===== src/hw/rtl/ifs_pkg.sv =====
// Package for the integer field scanner.
// Holds character codes, status codes, the phase type and the digit decode.
// No dependencies.
package ifs_pkg;

    localparam int unsigned VALUE_W  = 32;
    localparam int unsigned WIDTH_W  = 9;
    localparam int unsigned CFG_W    = 9;
    localparam int unsigned STATUS_W = 2;

    localparam logic [7:0] CHAR_SPACE = 8'h20;
    localparam logic [7:0] CHAR_TAB   = 8'h09;
    localparam logic [7:0] CHAR_NL    = 8'h0A;
    localparam logic [7:0] CHAR_MINUS = 8'h2D;
    localparam logic [7:0] CHAR_ZERO  = 8'h30;
    localparam logic [7:0] CHAR_NINE  = 8'h39;
    localparam logic [7:0] CHAR_UC_A  = 8'h41;
    localparam logic [7:0] CHAR_LC_A  = 8'h61;
    localparam logic [7:0] NOT_DIGIT  = 8'hFF;

    typedef enum logic [1:0] {
        BASE_DEC = 2'd0,
        BASE_OCT = 2'd1,
        BASE_HEX = 2'd2
    } base_t;

    typedef enum logic {
        REG_NUMBER_BASE = 1'b0,
        REG_FIELD_WIDTH = 1'b1
    } reg_index_t;

    typedef enum logic [STATUS_W-1:0] {
        STATUS_OK        = 2'd0,
        STATUS_NO_DIGITS = 2'd1,
        STATUS_NO_FIELD  = 2'd2
    } status_t;

    typedef enum logic {
        PH_SKIP  = 1'b0,
        PH_FIELD = 1'b1
    } phase_t;

    // Characters past 'f' or 'F' decode to 16 or more; the base compare rejects them.
    function automatic logic [7:0] digit_value(input logic [7:0] c);
        logic [7:0] d;
        if (c >= CHAR_ZERO && c <= CHAR_NINE) begin
            d = c - CHAR_ZERO;
        end else if (c >= CHAR_LC_A) begin
            d = c - CHAR_LC_A + 8'd10;
        end else if (c >= CHAR_UC_A) begin
            d = c - CHAR_UC_A + 8'd10;
        end else begin
            d = NOT_DIGIT;
        end
        return d;
    endfunction

endpackage


===== src/hw/rtl/integer_field_scanner.sv =====
// Integer field scanner: top level, single module.
// Depends on ifs_pkg for codes, types and the digit decode.
//
// Takes one character per cycle while s_ready is high and returns one result per integer
// field. An item first lands in an input register; the scan logic (digit decode, one
// shift-add of the accumulator, the sign fix-up) then updates the field state from it
// as it advances and, when the field ends, loads the result register, which drives
// m_valid; a new item is taken in the same cycle as the held one advances. While a
// result waits in the result register, s_ready follows m_ready only for a held item
// that would itself end a field; blanks, signs and inner digits keep flowing.
module integer_field_scanner
    import ifs_pkg::*;
(
    input  logic                       aclk,
    input  logic                       aresetn,
    // configuration
    input  logic                       cfg_we,
    input  logic                       cfg_index,
    input  logic [CFG_W-1:0]           cfg_wdata,
    // input items
    input  logic                       s_valid,
    output logic                       s_ready,
    input  logic [7:0]                 s_char_code,
    input  logic                       s_end_of_input,
    // results
    output logic                       m_valid,
    input  logic                       m_ready,
    output logic signed [VALUE_W-1:0]  m_value,
    output logic [STATUS_W-1:0]        m_status,
    output logic                       m_char_not_consumed
);

    // configuration registers
    logic [1:0]          base_reg;
    logic [WIDTH_W-1:0]  width_reg;

    // input register
    logic                in_valid_reg;
    logic [7:0]          in_char_reg;
    logic                in_eoi_reg;

    // field state
    phase_t              phase_reg, phase_next;
    logic [VALUE_W-1:0]  acc_reg, acc_next;
    logic                neg_reg, neg_next;
    logic [WIDTH_W-1:0]  left_reg, left_next;
    logic                seen_reg, seen_next;

    // result register
    logic                out_valid_reg;
    logic [VALUE_W-1:0]  out_value_reg, out_value_next;
    status_t             out_status_reg, out_status_next;
    logic                out_ncons_reg, out_ncons_next;

    logic                emit;
    logic                advance;

    // scan working values
    logic [VALUE_W-1:0]  cur_acc, acc_step;
    logic                cur_neg, cur_seen;
    logic [WIDTH_W-1:0]  cur_left, left_dec;
    logic [7:0]          dval;
    logic [4:0]          radix;
    logic                take, blank;

    always_ff @(posedge aclk) begin
        if (!aresetn) begin
            base_reg  <= BASE_DEC;
            width_reg <= WIDTH_W'(256);
        end else if (cfg_we) begin
            case (cfg_index)
                REG_NUMBER_BASE: base_reg  <= cfg_wdata[1:0];
                REG_FIELD_WIDTH: width_reg <= cfg_wdata[WIDTH_W-1:0];
                default: ;
            endcase
        end
    end

    always_comb begin
        case (base_reg)
            BASE_OCT: radix = 5'd8;
            BASE_HEX: radix = 5'd16;
            default:  radix = 5'd10;
        endcase
    end

    always_comb begin
        case (in_char_reg) inside
            CHAR_SPACE, CHAR_TAB, CHAR_NL: blank = 1'b1;
            default:                       blank = 1'b0;
        endcase
    end

    always_comb begin
        phase_next      = phase_reg;
        acc_next        = acc_reg;
        neg_next        = neg_reg;
        left_next       = left_reg;
        seen_next       = seen_reg;
        emit            = 1'b0;
        out_status_next = STATUS_OK;
        out_ncons_next  = 1'b0;

        // a field opened by a non-blank, non-minus character starts fresh here
        if (phase_reg == PH_SKIP) begin
            cur_acc  = '0;
            cur_neg  = 1'b0;
            cur_left = width_reg;
            cur_seen = 1'b0;
        end else begin
            cur_acc  = acc_reg;
            cur_neg  = neg_reg;
            cur_left = left_reg;
            cur_seen = seen_reg;
        end

        dval     = digit_value(in_char_reg);
        take     = (dval < {3'b000, radix}) && (cur_left != '0);
        left_dec = cur_left - WIDTH_W'(1);
        case (base_reg)
            BASE_OCT: acc_step = {cur_acc[VALUE_W-4:0], 3'b000};
            BASE_HEX: acc_step = {cur_acc[VALUE_W-5:0], 4'b0000};
            default:  acc_step = {cur_acc[VALUE_W-4:0], 3'b000}
                                 + {cur_acc[VALUE_W-2:0], 1'b0};
        endcase
        acc_step = acc_step + VALUE_W'(dval[3:0]);

        if (in_valid_reg) begin
            if (in_eoi_reg) begin
                emit = 1'b1;
                if (phase_reg == PH_SKIP) begin
                    out_status_next = STATUS_NO_FIELD;
                end else if (!seen_reg) begin
                    out_status_next = STATUS_NO_DIGITS;
                end
            end else if (phase_reg == PH_SKIP && blank) begin
                emit = 1'b0;
            end else if (phase_reg == PH_SKIP && in_char_reg == CHAR_MINUS) begin
                phase_next = PH_FIELD;
                acc_next   = '0;
                neg_next   = 1'b1;
                left_next  = width_reg;
                seen_next  = 1'b0;
            end else if (take) begin
                phase_next = PH_FIELD;
                acc_next   = acc_step;
                neg_next   = cur_neg;
                left_next  = left_dec;
                seen_next  = 1'b1;
                emit       = (left_dec == '0);
            end else begin
                emit            = 1'b1;
                out_ncons_next  = 1'b1;
                out_status_next = cur_seen ? STATUS_OK : STATUS_NO_DIGITS;
            end
        end

        if (out_status_next != STATUS_OK) begin
            out_value_next = '0;
        end else if (cur_neg) begin
            out_value_next = VALUE_W'(0) - acc_next;
        end else begin
            out_value_next = acc_next;
        end

        if (emit) begin
            phase_next = PH_SKIP;
            acc_next   = '0;
            neg_next   = 1'b0;
            left_next  = '0;
            seen_next  = 1'b0;
        end
    end

    assign advance = in_valid_reg && (!emit || !out_valid_reg || m_ready);
    assign s_ready = !in_valid_reg || advance;

    always_ff @(posedge aclk) begin
        if (!aresetn) begin
            in_valid_reg <= 1'b0;
        end else if (s_ready) begin
            in_valid_reg <= s_valid;
        end
    end

    always_ff @(posedge aclk) begin
        if (s_valid && s_ready) begin
            in_char_reg <= s_char_code;
            in_eoi_reg  <= s_end_of_input;
        end
    end

    always_ff @(posedge aclk) begin
        if (!aresetn) begin
            phase_reg <= PH_SKIP;
            acc_reg   <= '0;
            neg_reg   <= 1'b0;
            left_reg  <= '0;
            seen_reg  <= 1'b0;
        end else if (advance) begin
            phase_reg <= phase_next;
            acc_reg   <= acc_next;
            neg_reg   <= neg_next;
            left_reg  <= left_next;
            seen_reg  <= seen_next;
        end
    end

    always_ff @(posedge aclk) begin
        if (!aresetn) begin
            out_valid_reg <= 1'b0;
        end else if (advance && emit) begin
            out_valid_reg <= 1'b1;
        end else if (m_ready) begin
            out_valid_reg <= 1'b0;
        end
    end

    always_ff @(posedge aclk) begin
        if (advance && emit) begin
            out_value_reg  <= out_value_next;
            out_status_reg <= out_status_next;
            out_ncons_reg  <= out_ncons_next;
        end
    end

    assign m_valid             = out_valid_reg;
    assign m_value             = out_value_reg;
    assign m_status            = out_status_reg;
    assign m_char_not_consumed = out_ncons_reg;

    // every result closes the field
    a_result_closes_field: assert property (@(posedge aclk) disable iff (!aresetn)
        (advance && emit) |=> (phase_reg == PH_SKIP && acc_reg == '0 && !neg_reg))
        else $error("field state not cleared after result");

    // outside a field no digit count or digit flag survives
    a_skip_state_clean: assert property (@(posedge aclk) disable iff (!aresetn)
        (phase_reg == PH_SKIP) |-> (left_reg == '0 && !seen_reg))
        else $error("stale field state while skipping blanks");

    // error results carry a zero value
    a_error_value_zero: assert property (@(posedge aclk) disable iff (!aresetn)
        (out_valid_reg && out_status_reg != STATUS_OK) |-> (out_value_reg == '0))
        else $error("nonzero value on error result");

    // end of input outside a field never hands a character back
    a_no_field_consumed: assert property (@(posedge aclk) disable iff (!aresetn)
        (out_valid_reg && out_status_reg == STATUS_NO_FIELD) |-> !out_ncons_reg)
        else $error("end-of-input result marks a character unconsumed");

    // a held result is never overwritten
    a_no_overwrite: assert property (@(posedge aclk) disable iff (!aresetn)
        (out_valid_reg && !m_ready) |-> !(advance && emit))
        else $error("result register overwritten while stalled");

endmodule


===== config.mk =====
export PLATFORM = sky130hd
export DESIGN_NAME = integer_field_scanner
export DESIGN_NICKNAME = d
export VERILOG_FILES = /design/src/hw/rtl/ifs_pkg.sv /design/src/hw/rtl/integer_field_scanner.sv
export SDC_FILE = /design/constraint.sdc
export NUM_CORES = 1
export LEC_CHECK = 0
export ABC_AREA = 1
export BUFFER_PORTS_ARGS = -buffer_cell sky130_fd_sc_hd__buf_4
export CORE_MARGIN = 1.5
export CORE_UTILIZATION = 57
export DETAILED_ROUTE_END_ITERATION = 8
export GPL_TIMING_DRIVEN = 1
export PLACE_DENSITY = 0.78
export SYNTH_ARGS = -nofsm -noshare
export SYNTH_HDL_FRONTEND = slang
export SYNTH_SLANG_ARGS = --single-unit
export TNS_END_PERCENT = 20

===== constraint.sdc =====
create_clock -name aclk -period 4.43 [get_ports aclk]
set_input_delay 0.443 -clock aclk [delete_from_list [all_inputs] [get_ports aclk]]
set_output_delay 0.443 -clock aclk [all_outputs]
set_load 0.05 [all_outputs]

==> results.json <==
{
  "r2r_cells": 33,
  "drive_gt1_share_pct": 23.9,
  "syn-num-nets": 1699,
  "detail_route.wl_per_cell_um": 14.8,
  "htree_levels": 3,
  "gp_congestion": 0.937,
  "synth_ff_type": "dfxtp_1",
  "yosys-top-cells-area": "nand2_1, edfxtp_1, dfxtp_1",
  "post-place-ws_ns": 0.0717,
  "cts_max_path_buffers": 2,
  "skew_ns": 0.0157,
  "finalNonFillerCells": 1965,
  "port-buffer-count": 60,
  "grt_max_degree": 52,
  "hold_violations": 0,
  "status": "completed",
  "grtUsageTotal_pct": 29.6,
  "hold_class": "in2reg",
  "worst_ep_arrival_time_ns": 4.50,
  "antenna_found_initial": 0,
  "start_util_pct": 58.7,
  "n_fill_cell": 1545,
  "whs_path_depth": 1,
  "grt_pass1_wl_mm": 44.2,
  "synth_common_cells": "nand2_1, inv_1, nand3_1",
  "ys_ff_latch": 101,
  "cts-root-buf": "clkbuf_16",
  "fin_util_pct": 68.4,
  "cap_violations": 0,
  "nNetsFinal": 1791,
  "power_density_nw_per_um2": 208,
  "clock_latency_ns": 0.37,
  "yosysTopAreaCell": "nand2_1",
  "drt-initial-drc-count": 877,
  "fp.dieW_um": 137,
  "cp-end-kind": "register",
  "crit_family": "simple AND/OR/NAND/NOR gates",
  "yosysSeqAreaShare_pct": 24.2,
  "yosysMostFrequentCell": "nand2_1",
  "crit_slowest_cell": "edfxtp_1",
  "overflow": 0,
  "core-area_um2": 17400,
  "maxSlewViolCount": 0,
  "worstReg2RegEnd": "m_value[30]",
  "synth_edf_count": 44,
  "cts.sinks": 101,
  "multi_input_area_um2": 6970,
  "clk_pin_slew_ns": 0.08,
  "die_h_um": 137,
  "first_pass_iters": 6,
  "cp.required_ns": 4.55,
  "min_to": "in_eoi_reg",
  "finalWorstSetupSlack_ns": 0.0559,
  "synth_area_um2": 10200,
  "via_per_inst": 5.58,
  "use_met3_pct": 3.78,
  "areaGrowthSynthToFinish_pct": 16.4,
  "critPathMaxStageDelay_ns": 0.50,
  "relSlewSlack_pct": 42.9,
  "syn_inst": 1643,
  "dpl.hpwl_mm": 21.7,
  "cts_buffers": 9,
  "met1_usage_pct": 34.3,
  "vias": 10967,
  "ant_nets": 0,
  "setup_violations": 0,
  "cp_common_cell": "nand3_2",
  "insertedDiodeCount": 0,
  "min_period_ns": 4.37,
  "ys.warnings.count": 0,
  "clock.fmax_mhz": 229,
  "use_met2_pct": 53.9,
  "start_kind": "register",
  "r2r-start": "in_char_reg[0]",
  "drc": 0,
  "path_buf_inv": 5,
  "avgSynthCellArea_um2": 6.20,
  "io_pins": 61,
  "synth.distinct_cells": 57,
  "die_area_um2": 18700,
  "path_class": "reg2reg",
  "rsz0062_at_grt": "true",
  "ir_worst_vdd_mv": 0.312,
  "regArea_um2": 2470,
  "cts_hold_buf": 0,
  "total_leakage_power_nw": 5.79,
  "synth_async_sr_flop_share_pct": 0,
  "worstMarginPinSlew_ns": 0.855,
  "critPathMaxFanout": 6,
  "period_share_pct": 98.7,
  "place_inst": 1924,
  "num_rows": 48,
  "grt-busiest-layer": "met2",
  "holdWs_ns": 0.242,
  "first_global_vias": 9671,
  "cts_tree": "built",
  "worstHoldStart": "s_end_of_input",
  "drt-total-wl_mm": 29.1,
  "synth_top_area_share_pct": 17.6,
  "r2r_slack_ns": 0.06
}
==> cell usage in the layout (no fill, tap or decap), types with 9 or more instances in the layout <==
cell         n
ha_1        26
inv_2       45
a21oi_1    112
nor2_2      40
nand4_1     22
inv_1      186
o221ai_1    18
o21ai_2     10
edfxtp_1    44
nand3_1    130
nand2_2     69
dfxtp_1     56
nor2_1     117
clkbuf_16   10
nor2_4      26
buf_4      122
nand2_4     17
o21ai_1     25
nand2_1    462
o21ai_0     63
nand3_2     37
nor3_1       9
==> worst register-to-register path, delay by kind of cell (launching register included) <==
kind            cells  cell delay (ns)
fa+ha+maj           3             0.76
flops               1             0.50
compound gates      4             0.60
simple gates       21             1.93
buf+inv             5             0.35
==> worst max path at each step <==
stage | from | endpoint | cells after the start
2_1_floorplan | phase_reg | m_char_not_consumed | 20
3_3_place_gp | in_char_reg[0] | m_value[30] | 29
3_5_place_dp | in_char_reg[0] | m_value[30] | 29
4_1_cts | in_char_reg[0] | m_value[31] | 32
5_1_grt | in_char_reg[0] | m_value[26] | 33
6_report | in_char_reg[0] | m_value[30] | 33
==> layer usage <==
metal  up-vias  share of wire, %
met5         -                 0
met4         0               4.8
met1      4947                40
met2       395                50
li1       5521                 -
met3       104               4.9
==> timing repair <==
| action | 4_1_cts | 5_1_grt |
|---|---|---|
| gates resized for setup | 2 | 96 |
| setup buffers | 0 | 25 |
| pin swaps | 0 | 49 |
| setup endpoints to repair | 1 | 36 |
==> power breakdown <==
group | switching, mW | internal [mW]
registers | 0.0216 | 1.01
clock network | 0.401 | 0.431
logic | 0.416 | 0.193
==> area by class of cell <==
class | instances | area share [%]
Clock buffer | 10 | 2.11
Clock inverter | 6 | 0.517
Inverter | 234 | 7.40
Multi-Input combinational cell | 1264 | 58.7
Sequential cell | 101 | 20.8
Tap cell | 225 | 2.37
Timing Repair Buffer | 125 | 8.08
==> cell families after synthesis <==
group / after synthesis / share of synthesized area (%)
adders and majority gates: 32 / 4.07
DFF: 101 / 24.2
buffers and inverters: 278 / 11.2
AOI/OAI and AO/OA: 268 / 15.2
and+or+nand+nor: 953 / 44.5
xor gates and xnor gates: 11 / 0.945
==> per-stage QoR <==
| stage | setup TNS [ns] | instance area [um2] | power, mW |
|---|---|---|---|
| after floorplan | 0 | 10200 | 1.46 |
| after global placement | 0 | 11000 | 1.59 |
| after detailed placement | 0 | 11000 | 1.60 |
| after CTS | 0 | 11300 | 2.41 |
| after global routing | -1.63 | 11900 | 2.56 |
| final | 0 | 11900 | 2.47 |
No activity file was read; power rests on OpenSTA's default activity.
